`config.mk`:
```
export PLATFORM = sky130hd
export DESIGN_NAME = taylor_cosine_series
export DESIGN_NICKNAME = d
export VERILOG_FILES = /design/src/rtl/tcs_pkg.sv /design/src/rtl/taylor_cosine_series.sv /design/src/rtl/tcs_mul.sv /design/src/rtl/tcs_div.sv
export SDC_FILE = /design/constraint.sdc
export NUM_CORES = 1
export LEC_CHECK = 0
export BUFFER_PORTS_ARGS = -buffer_cell sky130_fd_sc_hd__buf_2
export CAP_MARGIN = 10
export CORE_MARGIN = 2
export CORE_UTILIZATION = 62
export DETAILED_ROUTE_END_ITERATION = 8
export HOLD_SLACK_MARGIN = 0.06
export PLACE_DENSITY_LB_ADDON = 0.1
export RECOVER_POWER = 25
export SYNTH_ARGS = -nofsm -noshare
export SYNTH_HDL_FRONTEND = slang
export SYNTH_SLANG_ARGS = --single-unit
```
`constraint.sdc`:
```
create_clock -name clk -period 7.2 [get_ports clk]
set_clock_uncertainty 0.05 [all_clocks]
set_input_delay 0.72 -clock clk [delete_from_list [all_inputs] [get_ports clk]]
set_output_delay 0.72 -clock clk [all_outputs]
set_load 0.02 [all_outputs]
```
`src/rtl/tcs_pkg.sv`:
```
`timescale 1ns / 1ps
// ----------------------------------------------------------------------------
// tcs_pkg
// Shared constants and helpers for the Taylor-series cosine block.
// ----------------------------------------------------------------------------
package tcs_pkg;
	localparam int FRAC_BITS = 26;
	localparam int MAX_TERMS = 32;
	localparam int ANGLE_W   = 30;
	localparam int COS_W     = 32;
	localparam int CNT_W     = 6;
	localparam int MUL_W     = 33;
	localparam int PROD_W    = 2 * MUL_W;
	localparam int NUM_W     = 64;
	localparam int QUO_W     = NUM_W - FRAC_BITS;
	localparam int DEN_W     = 12;
	localparam int TERM_W    = 31;
	localparam logic [CNT_W-1:0] TERM_COUNT_RESET = CNT_W'(8);

	// Divisor (2i)(2i-1) of term i.
	function automatic logic [DEN_W-1:0] term_den(input logic [CNT_W-1:0] i);
		logic [DEN_W-1:0] two_i;
		two_i = {{(DEN_W-CNT_W-1){1'b0}}, i, 1'b0};
		return DEN_W'(two_i * (two_i - DEN_W'(1)));
	endfunction
endpackage

```
`src/rtl/taylor_cosine_series.sv`:
```
`timescale 1ns / 1ps
// ----------------------------------------------------------------------------
// taylor_cosine_series
// Sums N Taylor terms of the cosine of a Q4.26 angle, with saturation flag.
// ----------------------------------------------------------------------------
// The angle is squared once; then each further term takes a multiply, a divide and an add.
// A new angle is accepted only in idle, once the previous result has gone to the output
// register; the serial multiplier and the serial divider are shared by every term.
// A finished result waits in the output register while the next angle starts.
// Reset clears all control state and sets the term count to 8.
module taylor_cosine_series (
	input  logic        clk,
	input  logic        arst_n,
	input  logic        cfg_valid,
	output logic        cfg_ready,
	input  logic [5:0]  cfg_data,
	input  logic        s_axis_tvalid,
	output logic        s_axis_tready,
	input  logic [31:0] s_axis_tdata,   // [29:0] angle, [31:30] zero
	output logic        m_axis_tvalid,
	input  logic        m_axis_tready,
	output logic [31:0] m_axis_tdata,   // [31:0] cosine
	output logic [0:0]  m_axis_tuser    // [0] saturated
);
	typedef enum logic [2:0] {
		ST_IDLE, ST_SQ, ST_MUL, ST_DIV, ST_ACC, ST_OUT, ST_ADD
	} state_t;

	localparam int W = tcs_pkg::COS_W;
	localparam logic signed [W+1:0] SUM_HI = {3'b000, {(W-1){1'b1}}};
	localparam logic signed [W+1:0] SUM_LO = {3'b111, {(W-1){1'b0}}};

	state_t                         state_q;
	logic [tcs_pkg::CNT_W-1:0]      term_count_q;
	logic [tcs_pkg::CNT_W-1:0]      n_q;
	logic [tcs_pkg::CNT_W-1:0]      idx_q;
	logic [tcs_pkg::MUL_W-1:0]      x2_q;
	logic [tcs_pkg::TERM_W-1:0]     term_q;
	logic signed [W-1:0]            sum_q;
	logic                           sat_q;
	logic                           mul_start_q;
	logic                           div_start_q;
	logic [tcs_pkg::MUL_W-1:0]      mul_a_q;
	logic [tcs_pkg::MUL_W-1:0]      mul_b_q;
	logic [tcs_pkg::QUO_W-1:0]      div_num_q;
	logic [31:0]                    out_cos_q;
	logic                           out_sat_q;
	logic                           out_valid_q;

	logic                           mul_done;
	logic [tcs_pkg::PROD_W-1:0]     prod;
	logic                           div_done;
	logic [tcs_pkg::QUO_W-1:0]      quo;
	logic signed [tcs_pkg::ANGLE_W-1:0] angle;
	logic [tcs_pkg::ANGLE_W-1:0]    ax;
	logic [tcs_pkg::CNT_W-1:0]      n_clip;
	logic [tcs_pkg::PROD_W-1:0]     x2_full;
	logic [tcs_pkg::NUM_W-1:0]      num_rnd;
	logic [tcs_pkg::DEN_W-1:0]      den;
	logic signed [W+1:0]            sum_next;
	logic                           mul_go;
	logic                           div_go;
	logic                           out_load;

	assign angle  = s_axis_tdata[tcs_pkg::ANGLE_W-1:0];
	assign ax     = angle[tcs_pkg::ANGLE_W-1] ? tcs_pkg::ANGLE_W'(-angle) : angle;
	assign n_clip = (term_count_q > tcs_pkg::CNT_W'(tcs_pkg::MAX_TERMS))
		? tcs_pkg::CNT_W'(tcs_pkg::MAX_TERMS) : term_count_q;
	assign x2_full = (prod + (tcs_pkg::PROD_W'(1) << (tcs_pkg::FRAC_BITS - 1)))
		>> tcs_pkg::FRAC_BITS;
	assign den     = tcs_pkg::term_den(idx_q);
	assign num_rnd = prod[tcs_pkg::NUM_W-1:0]
		+ (tcs_pkg::NUM_W'(den) << (tcs_pkg::FRAC_BITS - 1));

	assign mul_go = ((state_q == ST_IDLE) && s_axis_tvalid)
		|| ((state_q == ST_ACC) && (n_q != '0) && (idx_q != n_q));
	assign div_go   = (state_q == ST_MUL) && mul_done;
	assign out_load = (state_q == ST_OUT) && (!out_valid_q || m_axis_tready);

	always_comb begin
		if (idx_q[0]) begin
			sum_next = (W+2)'(sum_q) - $signed({3'b000, term_q});
		end else begin
			sum_next = (W+2)'(sum_q) + $signed({3'b000, term_q});
		end
	end

	tcs_mul u_mul (
		.clk    (clk),
		.arst_n (arst_n),
		.start  (mul_start_q),
		.a      (mul_a_q),
		.b      (mul_b_q),
		.done   (mul_done),
		.p      (prod)
	);

	tcs_div u_div (
		.clk      (clk),
		.arst_n   (arst_n),
		.start    (div_start_q),
		.dividend (div_num_q),
		.divisor  (den),
		.done     (div_done),
		.quotient (quo)
	);

	always_ff @(posedge clk or negedge arst_n) begin
		if (!arst_n) begin
			state_q      <= ST_IDLE;
			term_count_q <= tcs_pkg::TERM_COUNT_RESET;
			mul_start_q  <= 1'b0;
			div_start_q  <= 1'b0;
			out_valid_q  <= 1'b0;
			out_cos_q    <= '0;
			out_sat_q    <= 1'b0;
			n_q          <= '0;
			idx_q        <= '0;
			x2_q         <= '0;
			term_q       <= '0;
			sum_q        <= '0;
			sat_q        <= 1'b0;
			mul_a_q      <= '0;
			mul_b_q      <= '0;
			div_num_q    <= '0;
		end else begin
			mul_start_q <= mul_go;
			div_start_q <= div_go;
			if (cfg_valid) begin
				term_count_q <= cfg_data;
			end
			if (out_load) begin
				out_cos_q   <= sum_q;
				out_sat_q   <= sat_q;
				out_valid_q <= 1'b1;
			end else if (m_axis_tready) begin
				out_valid_q <= 1'b0;
			end
			case (state_q)
				ST_IDLE: begin
					if (s_axis_tvalid) begin
						n_q         <= n_clip;
						mul_a_q     <= tcs_pkg::MUL_W'(ax);
						mul_b_q     <= tcs_pkg::MUL_W'(ax);
						sat_q       <= 1'b0;
						state_q     <= ST_SQ;
					end
				end
				ST_SQ: begin
					if (mul_done) begin
						if (x2_full > (tcs_pkg::PROD_W'(1) << 32)) begin
							x2_q  <= tcs_pkg::MUL_W'(1) << 32;
							sat_q <= n_q > tcs_pkg::CNT_W'(1);
						end else begin
							x2_q <= x2_full[tcs_pkg::MUL_W-1:0];
						end
						term_q  <= tcs_pkg::TERM_W'(1) << tcs_pkg::FRAC_BITS;
						sum_q   <= (n_q == '0) ? '0 : W'(1) << tcs_pkg::FRAC_BITS;
						idx_q   <= tcs_pkg::CNT_W'(1);
						state_q <= ST_ACC;
					end
				end
				ST_ACC: begin
					if (n_q == '0 || idx_q == n_q) begin
						state_q <= ST_OUT;
					end else begin
						mul_a_q     <= tcs_pkg::MUL_W'(term_q);
						mul_b_q     <= x2_q;
						state_q     <= ST_MUL;
					end
				end
				ST_MUL: begin
					if (mul_done) begin
						div_num_q   <= num_rnd[tcs_pkg::NUM_W-1:tcs_pkg::FRAC_BITS];
						state_q     <= ST_DIV;
					end
				end
				ST_DIV: begin
					if (div_done) begin
						if (quo > tcs_pkg::QUO_W'({tcs_pkg::TERM_W{1'b1}})) begin
							term_q <= {tcs_pkg::TERM_W{1'b1}};
							sat_q  <= 1'b1;
						end else begin
							term_q <= quo[tcs_pkg::TERM_W-1:0];
						end
						state_q <= ST_ADD;
					end
				end
				ST_ADD: begin
					// Odd terms are subtracted, even terms added.
					if (sum_next > SUM_HI) begin
						sum_q <= SUM_HI[W-1:0];
						sat_q <= 1'b1;
					end else if (sum_next < SUM_LO) begin
						sum_q <= SUM_LO[W-1:0];
						sat_q <= 1'b1;
					end else begin
						sum_q <= sum_next[W-1:0];
					end
					idx_q   <= idx_q + tcs_pkg::CNT_W'(1);
					state_q <= ST_ACC;
				end
				ST_OUT: begin
					if (out_load) begin
						state_q <= ST_IDLE;
					end
				end
				default: begin
					state_q <= ST_IDLE;
				end
			endcase
		end
	end

	assign cfg_ready     = 1'b1;
	assign s_axis_tready = (state_q == ST_IDLE);
	assign m_axis_tvalid = out_valid_q;
	assign m_axis_tdata  = out_cos_q;
	assign m_axis_tuser  = out_sat_q;
endmodule

```
`src/rtl/tcs_mul.sv`:
```
`timescale 1ns / 1ps
// ----------------------------------------------------------------------------
// tcs_mul
// Bit-serial shift-and-add multiplier, one multiplier bit per cycle.
// ----------------------------------------------------------------------------
module tcs_mul (
	input  logic                           clk,
	input  logic                           arst_n,
	input  logic                           start,
	input  logic [tcs_pkg::MUL_W-1:0]      a,
	input  logic [tcs_pkg::MUL_W-1:0]      b,
	output logic                           done,
	output logic [tcs_pkg::PROD_W-1:0]     p
);
	logic [tcs_pkg::PROD_W-1:0] acc_q;
	logic [tcs_pkg::MUL_W-1:0]  a_q;
	logic [tcs_pkg::CNT_W-1:0]  cnt_q;
	logic                       busy_q;
	logic                       done_q;
	logic [tcs_pkg::MUL_W:0]    upper;
	logic                       last;

	always_comb begin
		upper = {1'b0, acc_q[tcs_pkg::PROD_W-1:tcs_pkg::MUL_W]};
		if (acc_q[0]) begin
			upper = upper + {1'b0, a_q};
		end
	end

	assign last = (cnt_q == tcs_pkg::CNT_W'(tcs_pkg::MUL_W - 1));

	always_ff @(posedge clk or negedge arst_n) begin
		if (!arst_n) begin
			busy_q <= 1'b0;
			done_q <= 1'b0;
			cnt_q  <= '0;
		end else begin
			done_q <= busy_q && !start && last;
			if (start) begin
				busy_q <= 1'b1;
				cnt_q  <= '0;
			end else if (busy_q) begin
				cnt_q <= cnt_q + tcs_pkg::CNT_W'(1);
				if (last) begin
					busy_q <= 1'b0;
				end
			end
		end
	end

	always_ff @(posedge clk) begin
		if (start) begin
			a_q   <= a;
			acc_q <= {{tcs_pkg::MUL_W{1'b0}}, b};
		end else if (busy_q) begin
			acc_q <= {upper, acc_q[tcs_pkg::MUL_W-1:1]};
		end
	end

	assign done = done_q;
	assign p    = acc_q;
endmodule

```
`src/rtl/tcs_div.sv`:
```
`timescale 1ns / 1ps
// ----------------------------------------------------------------------------
// tcs_div
// Restoring divider, one quotient bit per cycle.
// ----------------------------------------------------------------------------
module tcs_div (
	input  logic                          clk,
	input  logic                          arst_n,
	input  logic                          start,
	input  logic [tcs_pkg::QUO_W-1:0]     dividend,
	input  logic [tcs_pkg::DEN_W-1:0]     divisor,
	output logic                          done,
	output logic [tcs_pkg::QUO_W-1:0]     quotient
);
	logic [tcs_pkg::QUO_W-1:0] quo_q;
	logic [tcs_pkg::DEN_W-1:0] rem_q;
	logic [tcs_pkg::DEN_W-1:0] den_q;
	logic [tcs_pkg::CNT_W-1:0] cnt_q;
	logic                      busy_q;
	logic                      done_q;
	logic [tcs_pkg::DEN_W:0]   trial;
	logic                      ge;
	logic                      last;

	assign trial = {rem_q, quo_q[tcs_pkg::QUO_W-1]};
	assign ge    = trial >= {1'b0, den_q};
	assign last  = (cnt_q == tcs_pkg::CNT_W'(tcs_pkg::QUO_W - 1));

	always_ff @(posedge clk or negedge arst_n) begin
		if (!arst_n) begin
			busy_q <= 1'b0;
			done_q <= 1'b0;
			cnt_q  <= '0;
		end else begin
			done_q <= busy_q && !start && last;
			if (start) begin
				busy_q <= 1'b1;
				cnt_q  <= '0;
			end else if (busy_q) begin
				cnt_q <= cnt_q + tcs_pkg::CNT_W'(1);
				if (last) begin
					busy_q <= 1'b0;
				end
			end
		end
	end

	always_ff @(posedge clk) begin
		if (start) begin
			quo_q <= dividend;
			rem_q <= '0;
			den_q <= divisor;
		end else if (busy_q) begin
			rem_q <= ge ? tcs_pkg::DEN_W'(trial - {1'b0, den_q}) : trial[tcs_pkg::DEN_W-1:0];
			quo_q <= {quo_q[tcs_pkg::QUO_W-2:0], ge};
		end
	end

	assign done     = done_q;
	assign quotient = quo_q;
endmodule
```
==> results.yml, run 1 <==
outcome:
  outcome: "finished with violations"
  violations: "capacitance limit, slew limit"
synth:
  synth_largest_area_cell: "dfrtp_1"
  synth_most_common_cell: "nor2_1"
  ys_ff_latch: 430
  synth_common_cells: "291 x nor2_1, 271 x dfrtp_1, 269 x nand2_1, 187 x a21oi_1, 163 x o21ai_0"
  synth_top_area_frac: 0.264
  dominantRegCellSynth: "dfrtp_1"
  mappedNetlistArea_mm2: 0.0257
  synth-edff-count: 113
  ys_warn_count: 0
  synthCells: 2690
  synth_area_leaders: "dfrtp_1 26%, edfxtp_1 13%, ha_1 5.4%, mux2_2 5.0%, nor2_1 4.3%"
  yosysSeqAreaShare: 0.432
  async_reset_ff_frac: 0.633
  synth_area_per_cell_um2: 9.54
  post_synth_num_cell_types: 83
worst_hold_path:
  hp-start: "cfg_data[1]"
  hp-class: "in2reg"
routing:
  wl_met3_um: 5540
  highest_layer: "met5"
  drc: 0
  met2_length_um: 30500
  ant_nets: 0
  post_drt_wl_per_cell_um: 21.1
  vias_per_cell: 6.19
  drt-met1-wl_um: 30300
  drtIter0Drc: 1932
  wl_um: 68700
  drt_first_pass_iters: 5
  dr_total_vias: 20163
global_route:
  grt_remaining_overflow: 0
  grt_antenna_before_repair: 2
  grt_use_total: 0.320
  grt_pass1_wl_um: 109000
  grt_pass1_vias: 19442
  grt_max_degree: 112
cts:
  post_cts_resize_count: 0
  postCtsSetupBuffers: 0
  cts_made_buffers: 47
  clk_path_buf_depth: 3
  clkTransAtPathRegs_ns: 0.06
  htreeDepth: 2
  cts_hold_buf: 0
  cts_root_buf: "clkbuf_16"
  cts_num_sinks: 430
  clk-insertion-delay-late_ns: 0.61
  tritoncts: "yes"
setup_path:
  path_buf_inv: 2
  setup.worst_path.start: "idx_q[1]$_DFFE_PN0P_"
  critPathMaxStageDelay_ns: 0.56
  critical_path.startpoint_type: "register"
  crit_type: "reg2reg"
  cp.arrival_ns: 7.07
  crit_slowest_cell: "fa_1"
  path_common_cell: "fa_1"
  worst_path_dominant_cell_family: "adder cells"
  cp_max_fo: 13
  crit_chain: "clkbuf_1, or3_1, ha_1, nand2b_1, fa_1, fa_1, fa_1, inv_1, fa_1, a21oi_1, nor2_1, nor2_1, o21bai_1, a21oi_1, xnor2_1, ha_1, nor3_1, nor2_1, o41a_1, nand3_1, nor3_1, xnor2_1, o21ai_0"
  critPathRequiredTime_ns: 7.58
  r2r-start: "idx_q[1]$_DFFE_PN0P_"
  endpoint_kind: "register"
placed_design:
  place_congestion: 0.921
  pre_cts_ws_ns: 0.629
  port_buffers: 75
  dpl.hpwl_um: 49300
  dpl-instance-area_mm2: 0.0263
  place_inst: 3166
finish:
  layout-drive-gt1-share: 0.126
  final_cell_count_no_fill: 3256
  final_area_mm2: 0.0279
  multi_input_area_mm2: 0.0136
  synthToLayoutAreaGrowth_pct: 8.87
  final_net_count: 2865
  num-fill-cells: 3163
  regArea_mm2: 0.0111
floorplan:
  die_area_mm2: 0.0430
  initial_core_util: 0.629
  core_mm2: 0.0408
  pin_count: 79
  rows: 74
  die_w_um: 207
  die_h_um: 207
pwr:
  internal-power_mw: 6.91
  p_leak_nw: 11.8
  finalPower_mw: 11.8
  p_per_area_mw_per_mm2: 422
  pwr-share-comb: 0.448
  p_sw_frac: 0.413
  ir_worst_vdd_mv: 0.302
  p_sw_mw: 4.87
  power_frac_clock: 0.216
  seqPwrFrac: 0.336
timing:
  worst_pin_slew_ns: 5.56
  period_minus_slack_ns: 6.69
  setup_viol: 0
  rsz0062_at_grt: "false"
  timing.final.ws_setup_ns: 0.512
  finalHoldViolations: 0
  slew_viol_final: 207
  finalCritPeriodShare: 0.929
  tns_ns: 0
  slew_headroom: -2.71
  fmax_mhz: 150
flow_run:
  cap_viol_max_count: 3
[layout make-up]
class / instances / area share
inverters: 92 / 0.0124
clock buffers: 62 / 0.0459
repair buffers: 104 / 0.0210
multi-input cells: 2009 / 0.487
flip-flops and latches: 430 / 0.397
diodes: 1 / 0.0000895
well taps: 532 / 0.0238
clock inverters: 26 / 0.0125
[layout by cell type (no fill, tap or decap), types with 42 or more instances in the layout]
cell,n
nor2_1,289
dfrtp_1,270
nand2_1,268
a21oi_1,187
o21ai_0,163
xnor2_1,124
mux2_2,115
edfxtp_1,113
ha_1,110
inv_1,88
xor2_1,87
buf_2,75
nand3_1,48
clkbuf_16,47
o211ai_1,45
dfxtp_1,45
mux2i_1,44
nor3_1,42
[per-stage QoR]
stage / util / hold slack (ns)
after global placement: 0.645 / 0.381
after detailed placement: 0.645 / 0.381
after CTS: 0.685 / 0.174
after global routing: 0.684 / 0.292
after floorplan: - / 0.374
final: 0.684 / 0.305
[flip-flops by register name, summed over array words and instances, names as in the netlist, 3 cells and up]
name            cells
u_mul.p            66
div_num_q          38
u_div.quotient     38
mul_b_q            33
x2_q               33
m_axis_tdata       32
sum_q              32
mul_a_q            31
term_q             31
u_mul.a_q          31
u_div.rem_q        12
u_div.den_q        11
idx_q               6
n_q                 6
term_count_q        6
u_div.cnt_q         6
u_mul.cnt_q         6
state_q             3
[worst paths after layout]
path	endpoint	slack, ns	cells past startpoint
min in group asynchronous	u_mul.cnt_q[4]$_DFFE_PN0P_	2.29	1
hold reg to reg	u_mul.a_q[6]$_DFFE_PP_	0.39	0
setup reg to reg	div_num_q[37]$_DFFE_PN0P_	0.51	23
setup / recovery	div_num_q[37]$_DFFE_PN0P_	0.51	23
hold / removal	term_count_q[1]$_DFFE_PN0P_	0.30	2
max in group asynchronous	sum_q[16]$_DFFE_PN0P_	1.51	2
[kinds of logic after synthesis]
family | count (synthesis) | share of synthesized area
other | 1 | 0.000146
xor gates and xnor gates | 211 | 0.0720
adders and majority gates | 138 | 0.0754
AOI/OAI and AO/OA | 628 | 0.157
buffers and inverters | 252 | 0.0387
muxes | 159 | 0.0676
DFF | 430 | 0.432
and+or+nand+nor | 871 | 0.156
[routing by layer]
metal,track usage,up-vias
li1,-,9512
met1,0.462,9801
met2,0.480,736
met3,0.0648,112
met4,0.115,2
met5,0,-
[power groups by stage]
stage                     Sequential (mW)  Clock [mW]  Combinational, mW
after global routing                 4.03        2.68               5.86
after floorplan                      3.59           0               4.15
after detailed placement             3.98           0               5.18
after global placement               3.96           0               5.05
after CTS                            3.94        2.58               5.23
final                                3.96        2.54               5.28
No activity file was read; power rests on OpenSTA's default activity.
==> run 2, diff against run 1 <==
--- a/config.mk
+++ b/config.mk
@@ -8,7 +8,7 @@
 export BUFFER_PORTS_ARGS = -buffer_cell sky130_fd_sc_hd__buf_2
 export CAP_MARGIN = 10
 export CORE_MARGIN = 2
-export CORE_UTILIZATION = 62
+export CORE_UTILIZATION = 63
 export DETAILED_ROUTE_END_ITERATION = 8
 export HOLD_SLACK_MARGIN = 0.06
 export PLACE_DENSITY_LB_ADDON = 0.1
==> run 2 against run 1 <==
Net effect: first-iteration DRC count down 1.3%; the flow still finishes with violations (capacitance limit, slew limit); non-clock buffer count down 3; sequential cell count unchanged; highest routed layer is now met4; largest cell class unchanged.
==> results.yml, run 2 (synthesized netlist as in run 1, its figures left out) <==
cts:
  cts_root_buf: "clkbuf_16"
  cts_num_sinks: 430
  htreeDepth: 2
  cts_hold_buf: 0
  cts_made_buffers: 46
  clk_path_buf_depth: 3
  tritoncts: "yes"
  post_cts_resize_count: 0
  clk-insertion-delay-late_ns: 0.60
  clkTransAtPathRegs_ns: 0.07
  postCtsSetupBuffers: 0
outcome:
  outcome: "finished with violations"
  violations: "capacitance limit, slew limit"
setup_path:
  critPathMaxStageDelay_ns: 0.55
  setup.worst_path.start: "idx_q[1]$_DFFE_PN0P_"
  critical_path.startpoint_type: "register"
  rr_endpoint: "div_num_q[37]$_DFFE_PN0P_"
  critPathRequiredTime_ns: 7.59
  endpoint_kind: "register"
  crit_slowest_cell: "fa_1"
  reg2reg_slack_ns: 0.54
  cp_max_fo: 13
  crit_chain: "clkbuf_1, or3_1, ha_1, nand2b_1, fa_1, fa_1, fa_1, inv_1, fa_1, a21oi_1, nor2_1, nor2_1, o21bai_1, a21oi_1, xnor2_1, ha_1, nor2_1, nor2_1, o41a_1, nand3_1, nor3_1, xnor2_1, o21ai_0"
  cp.arrival_ns: 7.05
  crit_type: "reg2reg"
  r2r-start: "idx_q[1]$_DFFE_PN0P_"
  r2r.worst_path.cells: 23
global_route:
  grt_use_total: 0.332
  grt_remaining_overflow: 0
  grt_max_degree: 118
  grt_pass1_vias: 19550
  grt_antenna_before_repair: 3
  grt_pass1_wl_um: 109000
timing:
  slew_viol_final: 228
  finalHoldViolations: 0
  period_minus_slack_ns: 6.66
  fmax_mhz: 150
  finalCritPeriodShare: 0.924
  tns_ns: 0
  worst_pin_slew_ns: 5.51
  timing.final.ws_setup_ns: 0.545
  setup_viol: 0
  rsz0062_at_grt: "false"
  slew_headroom: -2.67
worst_hold_path:
  hp-class: "in2reg"
  min_path_cells: 2
  hold_end: "term_count_q[5]$_DFFE_PN0P_"
  hp-start: "cfg_data[5]"
finish:
  num-fill-cells: 3087
  layout-drive-gt1-share: 0.127
  final_cell_mix: "289 x nor2_1, 269 x dfrtp_1, 268 x nand2_1"
  final_net_count: 2861
  synthToLayoutAreaGrowth_pct: 8.62
  mostFrequentLayoutCell: "nor2_1"
  n_antenna_cell: 0
  largest_register_ffs: 66
floorplan:
  die_w_um: 206
  rows: 73
  initial_core_util: 0.642
  pin_count: 79
  core_mm2: 0.0400
  die_h_um: 206
  die_area_mm2: 0.0424
pwr:
  ir_worst_vdd_mv: 0.331
  p_per_area_mw_per_mm2: 422
  p_leak_nw: 11.8
routing:
  drt_first_pass_iters: 5
  post_drt_wl_per_cell_um: 21.2
  drc: 0
  dr_total_vias: 20220
  wl_um: 68900
  ant_nets: 0
  vias_per_cell: 6.23
  drtIter0Drc: 1906
placed_design:
  pre_cts_ws_ns: 0.660
  place_congestion: 0.952
  dpl.hpwl_um: 49700
  port_buffers: 75
flow_run:
  cap_viol_max_count: 3
## run 2: worst max-delay path: cells and delay by family, from the launching register on
kind                       cells  cell delay (ns)
buffers and inverters          2             0.40
and+or+nand+nor                8             1.70
DFF                            1             0.38
adders and majority gates      6             2.77
xor gates and xnor gates       2             0.34
AOI/OAI and AO/OA              5             0.87
## run 2: where the power goes
| part | internal, mW | switching (mW) |
|---|---|---|
| sequential | 3.19 | 0.763 |
| clock | 1.47 | 1.02 |
| combinational | 2.21 | 3.10 |
## run 2: stage by stage
stage                     utilization  instance area, um^2  hold slack, ns  instances  power (mW)
after floorplan                     -                25700           0.374       2691        7.74
after global placement          0.657                26300           0.381       3157        9.00
after detailed placement        0.657                26300           0.383       3157        9.17
after CTS                       0.697                27900           0.224       3243        11.7
after global routing            0.697                27900           0.298       3243        12.5
final                           0.697                27900           0.305       3243        11.8
## run 2: per-layer routing
metal  vias up  track usage  wire, um
met5         -            0         0
met4         0        0.105      2050
met3       113       0.0634      6100
met2       750        0.514     30900
met1      9858        0.473     29800
li1       9499            -         -
## run 2: worst max-delay path by stage
stage                                end  slack [ns]  cells after the start
6_report       div_num_q[37]$_DFFE_PN0P_        0.54                     23
5_1_grt        div_num_q[37]$_DFFE_PN0P_        0.06                     23
4_1_cts        div_num_q[37]$_DFFE_PN0P_        0.63                     25
3_5_place_dp   div_num_q[37]$_DFFE_PN0P_        0.66                     25
3_3_place_gp   div_num_q[37]$_DFFE_PN0P_        0.80                     25
2_1_floorplan  div_num_q[37]$_DFFE_PN0P_        1.14                     27
## run 2: final cells by class
type                            instances  area [um^2]  area share
Multi-Input combinational cell       2009        13600       0.488
Inverter                               92          345      0.0124
Tap cell                              525          657      0.0236
Clock inverter                         22          235     0.00844
Clock buffer                           64         1360      0.0489
Timing Repair Buffer                  101          567      0.0203
Sequential cell                       430        11100       0.398
